File: src/hw/rtl/grc_pkg.sv
// grc_pkg: shared types, constants and helpers of the grid region counter.
// No dependencies.
`timescale 1ns / 1ps

package grc_pkg;

   localparam int MaxSide = 128;
   localparam int SideW   = $clog2(MaxSide);
   localparam int CellW   = 2 * SideW;
   localparam int Cells   = MaxSide * MaxSide;
   localparam int CntW    = 15;
   localparam int GridW   = 8;
   localparam int ColorW  = 2;
   localparam int MarkW   = 2;
   localparam int WordW   = ColorW + MarkW;

   typedef logic [ColorW-1:0] color_type;
   typedef logic [SideW-1:0]  coord_type;
   typedef logic [CntW-1:0]   cnt_type;

   localparam color_type ColorRed   = 2'd0;
   localparam color_type ColorGreen = 2'd1;

   localparam logic [2:0] NbrUp    = 3'd0;
   localparam logic [2:0] NbrLeft  = 3'd1;
   localparam logic [2:0] NbrDown  = 3'd2;
   localparam logic [2:0] NbrRight = 3'd3;
   localparam logic [2:0] NbrDone  = 3'd4;

   typedef struct packed {
      logic      en;
      coord_type row;
      coord_type col;
      color_type color;
   } pix_wr_type;

   typedef enum logic [2:0] {
      EngIdle,
      EngScanRd,
      EngScanChk,
      EngPop,
      EngNbr,
      EngOut
   } eng_state_type;

   // red and green fold together in the merged pass
   function automatic color_type color_class(color_type c, logic merged);
      color_type r;
      r = c;
      if (merged && (c == ColorRed || c == ColorGreen)) r = ColorRed;
      return r;
   endfunction

endpackage

File: src/hw/rtl/grc_job_fifo.sv
// grc_job_fifo: two-entry queue of frame jobs (grid side) between the
// loader and the fill engine. Depends on grc_pkg.
`timescale 1ns / 1ps

module grc_job_fifo (
   input  logic               clock,
   input  logic               reset,
   input  logic               push,
   input  grc_pkg::coord_type push_side_m1,
   input  logic               pop,
   output logic               not_empty,
   output grc_pkg::coord_type head_side_m1
);

   grc_pkg::coord_type ent_ff [2];
   grc_pkg::coord_type ent_in [2];
   logic               wr_ptr_ff, wr_ptr_in, rd_ptr_ff, rd_ptr_in;
   logic [1:0]         count_ff, count_in;
   logic               do_push, do_pop;

   assign do_push      = push && (count_ff != 2'd2);
   assign do_pop       = pop && (count_ff != 2'd0);
   assign not_empty    = count_ff != 2'd0;
   assign head_side_m1 = ent_ff[rd_ptr_ff];

   always_comb begin
      ent_in    = ent_ff;
      wr_ptr_in = wr_ptr_ff;
      rd_ptr_in = rd_ptr_ff;
      count_in  = count_ff;
      if (do_push) begin
         ent_in[wr_ptr_ff] = push_side_m1;
         wr_ptr_in         = !wr_ptr_ff;
      end
      if (do_pop) rd_ptr_in = !rd_ptr_ff;
      if (do_push && !do_pop) count_in = count_ff + 1'b1;
      if (!do_push && do_pop) count_in = count_ff - 1'b1;
   end

   always_ff @(posedge clock) begin
      ent_ff <= ent_in;
      if (reset) begin
         wr_ptr_ff <= 1'b0;
         rd_ptr_ff <= 1'b0;
         count_ff  <= '0;
      end else begin
         wr_ptr_ff <= wr_ptr_in;
         rd_ptr_ff <= rd_ptr_in;
         count_ff  <= count_in;
      end
   end

endmodule

File: config.mk
export PLATFORM = sky130hd
export DESIGN_NAME = grc_job_fifo
export DESIGN_NICKNAME = d
export VERILOG_FILES = /design/src/hw/rtl/grc_pkg.sv /design/src/hw/rtl/grc_job_fifo.sv
export SDC_FILE = /design/constraint.sdc
export NUM_CORES = 1
export LEC_CHECK = 0
export BUFFER_PORTS_ARGS = -buffer_cell sky130_fd_sc_hd__buf_2
export CAP_MARGIN = 15
export CELL_PAD_IN_SITES_DETAIL_PLACEMENT = 0
export CELL_PAD_IN_SITES_GLOBAL_PLACEMENT = 2
export CORE_MARGIN = 1.5
export CORE_UTILIZATION = 32
export CTS_BUF_LIST = sky130_fd_sc_hd__clkbuf_2 sky130_fd_sc_hd__clkbuf_4 sky130_fd_sc_hd__clkbuf_8
export CTS_CLUSTER_SIZE = 12
export DETAILED_ROUTE_END_ITERATION = 8
export PLACE_DENSITY_LB_ADDON = 0.1
export SYNTH_ARGS = -nofsm -noshare
export SYNTH_HDL_FRONTEND = slang
export SYNTH_SLANG_ARGS = --single-unit
File: constraint.sdc
create_clock -name clock -period 1.4 [get_ports clock]
set_input_delay 0.07 -clock clock [delete_from_list [all_inputs] [get_ports clock]]
set_output_delay 0.07 -clock clock [all_outputs]
set_load 0.02 [all_outputs]
==> impl_results.md <==
- Outcome: completed
- First-pass detailed-route iteration total: 1
- Number of filler instances in the final layout: 200
- Startpoint of the most critical register-to-register path: count_ff[1]
- Number of global-route vias before repair: 479
- Clk Latency, worst-skew pair: 290 ps
- Global-route wire length before repair: 2030 um
- Maximum fanout along the worst path: 3
- Startpoint kind of the worst setup timing path: flip-flop
- Hold Startpoint: push
- Detailed-route wire length per cell: 11.1 um
- Number of antenna violations at the first check in global routing: 0
- Setup crit end kind: flip-flop
- Remaining Overflow, GRT: 0
- Routability congestion estimate: 0.728
- TritonCTS clock tree: yes
- Final setup violation count: 0
- Synthesis warning total: 0
- CP Launch Point: count_ff[1]
- Final worst-path cycle share: 0.975
- Iteration-0 DRC count of the detailed router: 0
- Global-route total usage across every layer: 0.112
- Starting utilization of the core area: 0.349
- Worst hold slack: 110 ps
- Number of buffers inserted during clock tree synthesis: 3
- Share of layout cells above drive strength 1: 0.525
- ANT nets after route: 0
- Max_cap viols: 0
- Half-perimeter wire length after placement: 777 um
- Number of vias per cell after detailed routing: 4.20
- Synth-to-layout area growth: 44.9%
- Number of non-filler instances in the completed layout: between 100 and 150
- Post-layout minimum cycle time: 1360 ps
- Number of register bits inferred by synthesis: 18
- Net count of the mapped netlist: 57
- Largest clock skew in the final design: around 5.6 ps
- Clock slew seen by the registers of the worst setup and hold paths: about 100 ps
- Root Buffer Master: sky130_fd_sc_hd__clkbuf_4
- Max rail drop VDD: 764 uV
- Post-synthesis instance area: 699 um^2
- Ant. Diodes: 0
- Total clock sinks: 18
- Worst slew margin: 0.800
- Max Clock Freq: 0.733 GHz
- Maximum number of pins on one net before global-route repair: 11
- Number of buffers between clock root and the deepest sink: 2
- Post-synthesis sequential area ratio: 0.716
- Placeable Area: 2000 um^2
- Worst Path Class, Setup: reg2reg
- Pleak: 0.000405 uW
- Die Footprint: 2480 um^2
- Inst Count DP: 94
- Total Wirelength: 1180 um
- Synthesized instance count: 45
- RSZ-0062 raised after global routing: true
- Remaining DRCs: 0
- Final max-slew violation count: 0
- Post-placement setup slack: -12.9 ps
- WP data arrival: between 1500 and 2000 ps
- Count of vias placed by the detailed router: 449
- Mapped Avg Cell Area: 15.5 um^2
- Ports: 19
- Maximum level of the CTS H-tree: 1
- Setup slack of the critical path after layout: between 30 and 40 ps
- IO buf count: 18
- Power per Cell Area: 1780 nW/um^2
- Die Height: around 50 um
- Net total in the final layout: 93
- Worst hold-check path type: in2reg
- Die X: 49.8 um
- Critical path data required time: between 1500 and 2000 ps
- Pin slew with the least headroom to its limit: 300 ps
- Site row count: 16
- Unique cell type count in the Yosys netlist: 18
- Final Hold Fails: 0
-- per-layer routing --
layer | GRT usage | wire length, um
met5 | 0 | 0
met4 | 0.0417 | 0
met3 | 0.0273 | 40
met2 | 0.207 | 632
met1 | 0.122 | 511
-- critical path: stages, from the launching register on --
cell and delay, ps:
sky130_fd_sc_hd__dfxtp_2 360, sky130_fd_sc_hd__o21a_1 230, sky130_fd_sc_hd__ha_4 170, sky130_fd_sc_hd__xnor2_1 120, sky130_fd_sc_hd__or3_1 310, sky130_fd_sc_hd__a21oi_1 120
-- per-stage QoR --
stage          TNS [ps]  power (uW)   util  cell area [um^2]
5_1_grt           -24.1        1920  0.506              1010
3_3_place_gp      -8.51        1420  0.432               865
6_report              0        1800  0.506              1010
3_5_place_dp      -12.9        1420  0.432               865
2_1_floorplan         0        1200      -               708
4_1_cts               0        1810  0.504              1010
-- cells in the mapped netlist --
library cell / count / area [um^2]
sky130_fd_sc_hd__a21o_1: 1 / 7.51
sky130_fd_sc_hd__a21oi_1: 2 / 10.0
sky130_fd_sc_hd__buf_2: 1 / 5.00
sky130_fd_sc_hd__dfxtp_1: 4 / 80.1
sky130_fd_sc_hd__edfxtp_1: 14 / 420
sky130_fd_sc_hd__ha_1: 1 / 12.5
sky130_fd_sc_hd__inv_1: 2 / 7.51
sky130_fd_sc_hd__mux2_2: 7 / 78.8
sky130_fd_sc_hd__nand2_1: 1 / 3.75
sky130_fd_sc_hd__nand2b_1: 1 / 6.26
sky130_fd_sc_hd__nand3_1: 1 / 5.00
sky130_fd_sc_hd__nor2_1: 3 / 11.3
sky130_fd_sc_hd__o21a_1: 1 / 7.51
sky130_fd_sc_hd__o21ai_0: 1 / 5.00
sky130_fd_sc_hd__or2_2: 1 / 6.26
sky130_fd_sc_hd__or3_1: 1 / 6.26
sky130_fd_sc_hd__xnor2_1: 2 / 17.5
sky130_fd_sc_hd__xor2_1: 1 / 8.76
-- sequential cells by signal, summed over array words and instances (netlist names) --
signal     count
ent_ff        14
wr_ptr_ff      1
count_ff       2
rd_ptr_ff      1
-- where the power goes --
group          internal (uW)  switching, uW
combinational            370            334
sequential               701           79.8
clock                    158            155
total                   1230            569
-- cell families after synthesis --
family,Yosys count,share of synthesized area
DFF,18,0.716
muxes,7,0.113
xor gates and xnor gates,3,0.0376
buffers and inverters,3,0.0179
adders and majority gates,1,0.0179
AOI/OAI and AO/OA,5,0.0429
and+or+nand+nor,8,0.0555
-- layout make-up --
cell class,instances,area (um^2),area share
clock buffer,4,36.3,0.0358
tap,27,33.8,0.0333
timing repair buffer,32,215,0.212
sequential,18,507,0.500
inverter,2,7.51,0.00741
multi-input combinational,24,214,0.211
-- path summary, 6_finish.rpt --
kind | slack, ps | endpoint | cells after the start
max reg2reg | 40 | count_ff[1] | 5
max | 40 | count_ff[1] | 5
min reg2reg | 540 | count_ff[0] | 2
min | 110 | wr_ptr_ff | 3
-- placed cells by master, fill, tap and decap left out --
cell,n
sky130_fd_sc_hd__buf_2,18
sky130_fd_sc_hd__edfxtp_1,14
sky130_fd_sc_hd__dlygate4sd3_1,8
sky130_fd_sc_hd__mux2_2,7
sky130_fd_sc_hd__buf_4,6
sky130_fd_sc_hd__nor2_1,3
sky130_fd_sc_hd__clkbuf_4,3
sky130_fd_sc_hd__inv_1,2
sky130_fd_sc_hd__a21oi_1,2
sky130_fd_sc_hd__xnor2_1,2
sky130_fd_sc_hd__dfxtp_2,2
sky130_fd_sc_hd__o21a_1,1
sky130_fd_sc_hd__nand2b_4,1
sky130_fd_sc_hd__nand2_4,1
sky130_fd_sc_hd__nand3_1,1
sky130_fd_sc_hd__or2_2,1
sky130_fd_sc_hd__xor2_1,1
sky130_fd_sc_hd__a21o_1,1
sky130_fd_sc_hd__o21ai_0,1
sky130_fd_sc_hd__or3_1,1
sky130_fd_sc_hd__ha_4,1
sky130_fd_sc_hd__clkbuf_8,1
sky130_fd_sc_hd__dfxtp_4,1
sky130_fd_sc_hd__dfxtp_1,1
-- what timing repair did --
item | 4_1_cts | 5_1_grt
endpoints found under the setup margin | 8 | 1
pin swaps | 3 | 0
hold buffers | 8 | 0
hold endpoints to repair | 18 | 0
buffers inserted | 1 | 0
resized for setup | 5 | 1
gates cloned | 0 | 0
(Power assumes the default switching activity.)
