<file path="config.mk">
export PLATFORM = sky130hd
export DESIGN_NAME = grc_loader
export DESIGN_NICKNAME = d
export VERILOG_FILES = /design/src/hw/rtl/grc_pkg.sv /design/src/hw/rtl/grc_loader.sv
export SDC_FILE = /design/constraint.sdc
export NUM_CORES = 1
export LEC_CHECK = 0
export ABC_AREA = 1
export BUFFER_PORTS_ARGS = -buffer_cell sky130_fd_sc_hd__buf_2
export CAP_MARGIN = 10
export CORE_AREA = 2 2 61 63
export CTS_CLUSTER_DIAMETER = 120
export CTS_CLUSTER_SIZE = 10
export DETAILED_ROUTE_END_ITERATION = 10
export DIE_AREA = 0 0 63 65
export GPL_TIMING_DRIVEN = 1
export HOLD_SLACK_MARGIN = 0.02
export PLACE_DENSITY = 0.79
export SLEW_MARGIN = 20
export SYNTH_ARGS = -nofsm -noshare
export SYNTH_HDL_FRONTEND = slang
export SYNTH_SLANG_ARGS = --single-unit
</file>
<file path="constraint.sdc">
create_clock -name clock -period 2.53 [get_ports clock]
set_clock_uncertainty 0.2 [all_clocks]
set_input_delay 0.253 -clock clock [delete_from_list [all_inputs] [get_ports clock]]
set_output_delay 0.253 -clock clock [all_outputs]
set_load 0.005 [all_outputs]
</file>
<file path="src/hw/rtl/grc_pkg.sv">
// grc_pkg: shared types, constants and helpers of the grid region counter.
// No dependencies.
`timescale 1ns / 1ps

package grc_pkg;

   localparam int MaxSide = 128;
   localparam int SideW   = $clog2(MaxSide);
   localparam int CellW   = 2 * SideW;
   localparam int Cells   = MaxSide * MaxSide;
   localparam int CntW    = 15;
   localparam int GridW   = 8;
   localparam int ColorW  = 2;
   localparam int MarkW   = 2;
   localparam int WordW   = ColorW + MarkW;

   typedef logic [ColorW-1:0] color_type;
   typedef logic [SideW-1:0]  coord_type;
   typedef logic [CntW-1:0]   cnt_type;

   localparam color_type ColorRed   = 2'd0;
   localparam color_type ColorGreen = 2'd1;

   localparam logic [2:0] NbrUp    = 3'd0;
   localparam logic [2:0] NbrLeft  = 3'd1;
   localparam logic [2:0] NbrDown  = 3'd2;
   localparam logic [2:0] NbrRight = 3'd3;
   localparam logic [2:0] NbrDone  = 3'd4;

   typedef struct packed {
      logic      en;
      coord_type row;
      coord_type col;
      color_type color;
   } pix_wr_type;

   typedef enum logic [2:0] {
      EngIdle,
      EngScanRd,
      EngScanChk,
      EngPop,
      EngNbr,
      EngOut
   } eng_state_type;

   // red and green fold together in the merged pass
   function automatic color_type color_class(color_type c, logic merged);
      color_type r;
      r = c;
      if (merged && (c == ColorRed || c == ColorGreen)) r = ColorRed;
      return r;
   endfunction

endpackage

</file>
<file path="src/hw/rtl/grc_loader.sv">
// grc_loader: front end. Holds grid_size, takes pixel words in raster order,
// emits grid writes and a frame job per full frame. Depends on grc_pkg.
`timescale 1ns / 1ps

module grc_loader (
   input  logic                     clock,
   input  logic                     reset,
   input  logic                     csr_valid,
   output logic                     csr_ready,
   input  logic [grc_pkg::GridW-1:0] csr_grid_size,
   input  logic                     req_valid,
   output logic                     req_stall,
   input  grc_pkg::color_type       req_color,
   input  logic                     hold,
   output grc_pkg::pix_wr_type      pix_wr,
   output logic                     job_push,
   output grc_pkg::coord_type       job_side_m1
);

   logic [grc_pkg::GridW-1:0] grid_ff, grid_in;
   grc_pkg::coord_type        row_ff, row_in, col_ff, col_in;
   grc_pkg::coord_type        side_m1;
   logic                      accept;

   assign csr_ready = 1'b1;
   assign req_stall = hold;
   assign accept    = req_valid && !req_stall;

   always_comb begin
      if (grid_ff == '0) begin
         side_m1 = '0;
      end else if (grid_ff > grc_pkg::GridW'(grc_pkg::MaxSide)) begin
         side_m1 = grc_pkg::SideW'(grc_pkg::MaxSide - 1);
      end else begin
         side_m1 = grc_pkg::SideW'(grid_ff - 1'b1);
      end
   end

   always_comb begin
      grid_in  = grid_ff;
      row_in   = row_ff;
      col_in   = col_ff;
      job_push = 1'b0;
      if (csr_valid && csr_ready) begin
         grid_in = csr_grid_size;
         row_in  = '0;
         col_in  = '0;
      end else if (accept) begin
         if (col_ff == side_m1) begin
            col_in = '0;
            if (row_ff == side_m1) begin
               row_in   = '0;
               job_push = 1'b1;
            end else begin
               row_in = row_ff + 1'b1;
            end
         end else begin
            col_in = col_ff + 1'b1;
         end
      end
   end

   assign pix_wr.en    = accept;
   assign pix_wr.row   = row_ff;
   assign pix_wr.col   = col_ff;
   assign pix_wr.color = req_color;
   assign job_side_m1  = side_m1;

   always_ff @(posedge clock) begin
      if (reset) begin
         grid_ff <= grc_pkg::GridW'(1);
         row_ff  <= '0;
         col_ff  <= '0;
      end else begin
         grid_ff <= grid_in;
         row_ff  <= row_in;
         col_ff  <= col_in;
      end
   end

endmodule

</file>
==> results_dict.tcl, run 1 <==
set metrics [dict create \
    outcome "complete, but fails checks" \
    violations "negative setup slack" \
    fillers 285 \
    yosysWarningCount 0 \
    worst_slack_ns -0.200 \
    p_sw_share_pct 36.6 \
    r2r_end "row_ff[2]$_SDFFE_PP0P_" \
    worstSetupEndpointType "primary output" \
    die_x_um 63 \
    worst_slew_pin_slew_ns 0.621 \
    top_level_ports 42 \
    viasPerCell 5.35 \
    syn_inst 275 \
    synthArstFlopShare_pct 0 \
    crit_fanout 5 \
    drtPass1Iterations 5 \
    maxCapViolCount 0 \
    cp-endpoint "job_push" \
    place_hpwl_um 3260 \
    relSlewSlack_pct 58.2 \
    max_freq_ghz 0.366 \
    place_ws_ns 0.000867 \
    synth.avg_cell_area_um2 6.47 \
    gr-total-overflow 0 \
    yosys.area.top_type "dfxtp_1" \
    grt_pass1_vias 1878 \
    synth_top_area_share_pct 24.8 \
    wire_per_inst_um 13.6 \
    rr_worst_depth 16 \
    start_util_pct 50.9 \
    min_period_ns 2.73 \
    yosysUniqueCellTypes 32 \
    place.gp.congestion 0.899 \
    crit_start "grid_ff[0]$_SDFFE_PP1P_" \
    pwr_density_cell_mw_per_mm2 388 \
    synthTopCellsByArea "dfxtp_1, nand2_1, nand3_1, inv_1, a21oi_1" \
    drt_iter0_markers 218 \
    final_nets 363 \
    clk_latency_ns 0.32 \
    slew_violations 0 \
    netlist_area_mm2 0.00178 \
    rsz0062_at_grt "true" \
    cts.sinks 22 \
    synthTopCellsByCount "nand2_1, inv_1, nand3_1" \
    core_region_area_mm2 0.00350 \
    ys_seq_area_share_pct 24.8 \
    critPathKind "reg -> out" \
    hold_viol 0 \
    p_int_uw 594 \
    clk_path_buf_depth 2 \
    yosysMostFrequentCell "nand2_1" \
    combPwrFrac_pct 38.0 \
    drive_gt1_share_pct 36.2 \
    power_uw 938 \
    r2r_slack_ns 0.11 \
    clkPwrFrac_pct 22.6 \
    synth-edff-count 0 \
    routed_wl_um 5340 \
    grt_max_degree 13 \
    r2r_start "grid_ff[0]$_SDFFE_PP1P_" \
    crit_arrival_ns 2.28 \
    ys_ff_latch 22 \
    row_count 22 \
    grt_pass1_wl_um 8190 \
    die_area_mm2 0.00410 \
    leakage_nw 1.23 \
    antenna_found_initial 0 \
    drc_errors 0 \
    fp.dieH_um 65 \
    htree_levels 1 \
    required_ns 2.08 \
    area_growth_pct 35.9 \
    grt_use_total_pct 24.7 \
    vias 2092 \
    setup-violations-final 1 \
    hold_class "in -> reg" \
    cts.clk_slew.worst_paths_ns 0.14 \
    min_period_over_period_pct 108 \
    num_antenna_cells 0 \
    cts_tree "yes" \
    cts-root-buf "clkbuf_4" \
    synth_flop_cell "dfxtp_1" \
    syn_nets 294 \
    power.switching_uw 344 \
    worstSetupStartpointType "flop" \
    numCtsBuffers 3 \
    power.share.sequential_pct 39.4 \
    antenna_left 0 \
    tns_ns -0.200 \
    portBuffers 36 \
    ir_worst_vdd_uv 255 \
]
-- flip-flops by register name (all words and copies together), names as in the netlist --
register / flops
grid_ff: 8
row_ff: 7
col_ff: 7
-- worst min path at each step --
| stage | from | to | depth (start not counted) |
|---|---|---|---|
| 5_1_grt | hold | col_ff[0]$_SDFFE_PP0P_ | 4 |
| 6_report | csr_valid | grid_ff[0]$_SDFFE_PP1P_ | 2 |
| 3_5_place_dp | csr_grid_size[0] | grid_ff[0]$_SDFFE_PP1P_ | 3 |
| 3_3_place_gp | csr_grid_size[3] | grid_ff[3]$_SDFFE_PP0P_ | 3 |
| 4_1_cts | csr_grid_size[4] | grid_ff[4]$_SDFFE_PP0P_ | 3 |
| 2_1_floorplan | reset | grid_ff[0]$_SDFFE_PP1P_ | 2 |
-- through the flow --
| step | utilization, % | area, µm² | instances | hold WS (ns) |
|---|---|---|---|---|
| 2_1_floorplan | - | 1780 | 275 | 0.153 |
| 3_3_place_gp | 56.3 | 1970 | 354 | 0.282 |
| 3_5_place_dp | 56.3 | 1970 | 354 | 0.274 |
| 4_1_cts | 64.3 | 2250 | 379 | 0.0209 |
| 5_1_grt | 69.1 | 2420 | 391 | 0.0595 |
| 6_report | 69.1 | 2420 | 391 | 0.0391 |
-- per-layer routing --
metal  vias to the layer above  GRT usage [%]  part of all wire, %
met4                         0           13.3                  2.5
met1                       962           31.3                   42
met3                        12           3.30                  7.8
li1                       1002              -                    -
met5                         -              0                    0
met2                       116           40.7                   48
-- critical path: stages, from the launching register on --
cell and delay (ns):
dfxtp_2 0.35, inv_2 0.08, ha_4 0.14, inv_2 0.04, nor2_4 0.14, nand3_4 0.14
nand2_8 0.11, nand2_2 0.12, nand2_8 0.11, nand2_4 0.05, nand2_2 0.08, nand3_2 0.08
nor2_4 0.14, nand2_2 0.07, nor3_2 0.16, buf_2 0.13
-- area by class of cell --
type	count	area [µm²]	share of cell area, %
Clock buffer	4	36.3	1.50
Sequential cell	22	444	18.4
Timing Repair Buffer	72	492	20.4
Inverter	40	150	6.21
Tap cell	48	60.1	2.49
Multi-Input combinational cell	205	1230	51.1
-- placed cells by master, fill, tap and decap left out, types with 2 or more instances in the layout --
cell type and count:
dfxtp_1 19, nor3_1 4, nor2_2 5, xnor2_1 3, nand3b_1 2, nand4_1 3
nor2_1 13, nand2_8 2, nor2_4 6, inv_2 5, nand3_2 9, or2_1 3
clkbuf_4 3, buf_4 25, nor3_2 2, a21oi_1 12, nand3_4 2, nand2_4 5
dfxtp_2 3, dlygate4sd3_1 7, ha_1 2, buf_6 3, nand2_2 13, nand2_1 70
nand3_1 28, buf_2 36, inv_1 35, xor2_1 6, o21ai_0 8
-- repair_timing --
item / CTS / global route
gates cloned: 1 / 0
pin swaps: 9 / 19
buffers inserted: 13 / 12
endpoints found under the hold margin: 6 / 0
hold buffers: 7 / 0
endpoints found under the setup margin: 1 / 5
resized for setup: 15 / 20
-- cell families after synthesis --
logic type	Yosys count	share of synthesized area, %
simple gates	168	48.5
buf+inv	49	12.9
compound gates	22	6.33
flops	22	24.8
xor+xnor	9	4.43
fa+ha+maj	4	2.82
other cells	1	0.211
-- power by group through the flow --
stage | Clock (mW) | Sequential (mW) | Combinational (mW)
floorplan | 0 | 0.373 | 0.189
global placement | 0 | 0.374 | 0.246
detailed placement | 0 | 0.374 | 0.249
CTS | 0.215 | 0.369 | 0.289
global route | 0.228 | 0.371 | 0.389
finish | 0.212 | 0.370 | 0.356
No activity file was read; power rests on OpenSTA's default activity.
==> run 2, diff against run 1 <==
Settings changed: BUFFER_PORTS_ARGS -buffer_cell sky130_fd_sc_hd__buf_2 to -buffer_cell sky130_fd_sc_hd__buf_4.
==> results_dict.tcl, run 2 (synthesized netlist as in run 1, its figures left out) <==
set metrics [dict create \
    min_period_ns 2.75 \
    drt_iter0_markers 255 \
    path_cells "inv_2, ha_4, inv_4, nor2_4, nand4_4, nand2_2, nand2_2, nand2_1, nand2_1, nor2_1, nand3_1, nor2_1, nand2_1, buf_4, buf_4, buf_4, buf_4, buf_4, nor2_4, nor2_1" \
    power.switching_uw 335 \
    top_register "grid_ff" \
    crit_arrival_ns 2.78 \
    max_freq_ghz 0.364 \
    whs_ns 0.0339 \
    viasPerCell 5.40 \
    crit_top_cell "buf_4" \
    pwr_density_cell_mw_per_mm2 376 \
    crit_fanout 6 \
    routed_wl_um 5480 \
    slew_violations 0 \
    antenna_found_initial 0 \
    top_level_ports 42 \
    die_x_um 63 \
    portBuffers 36 \
    cts.clk_slew.worst_paths_ns 0.13 \
    gr-total-overflow 0 \
    worst_slack_ns -0.220 \
    numCtsBuffers 3 \
    r2r_end "row_ff[5]$_SDFFE_PP0P_" \
    relSlewSlack_pct 56.4 \
    drtPass1Iterations 5 \
    largest_reg_flops 8 \
    vias 2124 \
    worst_slew_pin_slew_ns 0.649 \
    final_common_cell "nand2_1" \
    clk_latency_ns 0.32 \
    worstSetupStartpointType "flop" \
    fillers 268 \
    tns_ns -0.435 \
    place_hpwl_um 3350 \
    min_period_over_period_pct 109 \
    htree_levels 1 \
    power.share.sequential_pct 39.4 \
    hold_viol 0 \
    start_util_pct 50.9 \
    r2r_slack_ns -0.22 \
    leakage_nw 1.24 \
    ir_worst_vdd_uv 277 \
    cts-root-buf "clkbuf_4" \
    grt_use_total_pct 26.5 \
    largestRegisters "grid_ff: 8 flops, col_ff: 7 flops, row_ff: 7 flops" \
    grt_pass1_vias 1998 \
    maxCapViolCount 0 \
    hold_class "in -> reg" \
    outcome "complete, but fails checks" \
    clkPwrFrac_pct 21.6 \
    final_nets 365 \
    antenna_left 0 \
    area_growth_pct 40.4 \
    die_area_mm2 0.00410 \
    core_region_area_mm2 0.00350 \
    holdCritStartpoint "csr_grid_size[1]" \
    critPathSlowestCell "dfxtp_2" \
    violations "negative setup slack" \
    rr_worst_depth 20 \
    wire_per_inst_um 13.9 \
    worstSetupEndpointType "flop" \
    crit_path_max_incr_delay_ns 0.35 \
    required_ns 2.56 \
    drc_errors 0 \
    drive_gt1_share_pct 34.2 \
    cts_tree "yes" \
    critPathKind "reg -> reg" \
    p_sw_share_pct 35.7 \
    num_antenna_cells 0 \
    row_count 22 \
    p_int_uw 603 \
    cts.sinks 22 \
    final_cell_mix "nand2_1, buf_4, inv_1" \
    r2r_start "grid_ff[0]$_SDFFE_PP1P_" \
    crit_family "simple AND/OR/NAND/NOR gates" \
    min_path_cells 3 \
    combPwrFrac_pct 39.0 \
    grt_max_degree 13 \
    holdPathEnd "grid_ff[1]$_SDFFE_PP0P_" \
    place.gp.congestion 0.900 \
    setup-violations-final 2 \
    critPathBufInv 7 \
    grt_pass1_wl_um 8680 \
    fp.dieH_um 65 \
    rsz0062_at_grt "true" \
    clk_path_buf_depth 2 \
]
-- run 2: how the worst max path moves through the flow --
stage | cells after the start | startpoint | to | slack, ns
floorplan | 13 | grid_ff[0]$_SDFFE_PP1P_ | job_push | 0.33
global placement | 15 | grid_ff[0]$_SDFFE_PP1P_ | job_push | 0.15
detailed placement | 15 | grid_ff[0]$_SDFFE_PP1P_ | job_push | 0.07
CTS | 16 | grid_ff[1]$_SDFFE_PP0P_ | job_push | -0.21
global route | 15 | grid_ff[0]$_SDFFE_PP1P_ | job_push | -0.39
finish | 20 | grid_ff[0]$_SDFFE_PP1P_ | row_ff[5]$_SDFFE_PP0P_ | -0.22
-- run 2: worst reg2reg max path: cells and delay by family (launching register included) --
family	cells	cell delay (ns)
buf+inv	7	0.74
flops	1	0.35
fa+ha+maj	1	0.15
simple gates	12	1.23
-- run 2: stage by stage --
step                      instances  power, mW  instance area (µm²)  utilization (%)  worst slack, ns
after floorplan                 275      0.562                 1780                -            0.328
after global placement          358      0.642                 2090             59.7            0.154
after detailed placement        358      0.645                 2090             59.7           0.0749
after CTS                       392      0.899                 2410             69.1           -0.206
after global routing            393      0.994                 2500             71.4           -0.386
final                           393      0.938                 2500             71.4           -0.220
-- run 2: final cells by class --
class | instances | area (µm²) | share of cell area [%]
Timing Repair Buffer | 73 | 578 | 23.2
Multi-Input combinational cell | 206 | 1230 | 49.1
Sequential cell | 22 | 443 | 17.7
Tap cell | 48 | 60.1 | 2.41
Inverter | 40 | 153 | 6.12
Clock buffer | 4 | 36.3 | 1.45
-- run 2: routing by layer --
metal | up-vias | routed length, µm | global-route usage (%)
li1 | 1008 | - | -
met1 | 959 | 2270 | 32.2
met2 | 130 | 2530 | 46.7
met3 | 27 | 464 | 2.26
met4 | 0 | 216 | 13.6
met5 | - | 0 | 0
-- run 2: power groups by stage --
| stage | sequential (mW) | clock, mW | combinational, mW |
|---|---|---|---|
| global placement | 0.374 | 0 | 0.267 |
| finish | 0.370 | 0.203 | 0.365 |
| global route | 0.371 | 0.221 | 0.402 |
| CTS | 0.368 | 0.209 | 0.323 |
| floorplan | 0.373 | 0 | 0.189 |
| detailed placement | 0.374 | 0 | 0.270 |
-- run 2: timing repair --
action | 4_1_cts | 5_1_grt
endpoints found under the setup margin | 1 | 8
hold endpoints to repair | 7 | 0
pin swaps | 9 | 17
hold buffers | 9 | 0
cloned | 2 | 0
resized for setup | 13 | 15
buffers inserted | 19 | 5
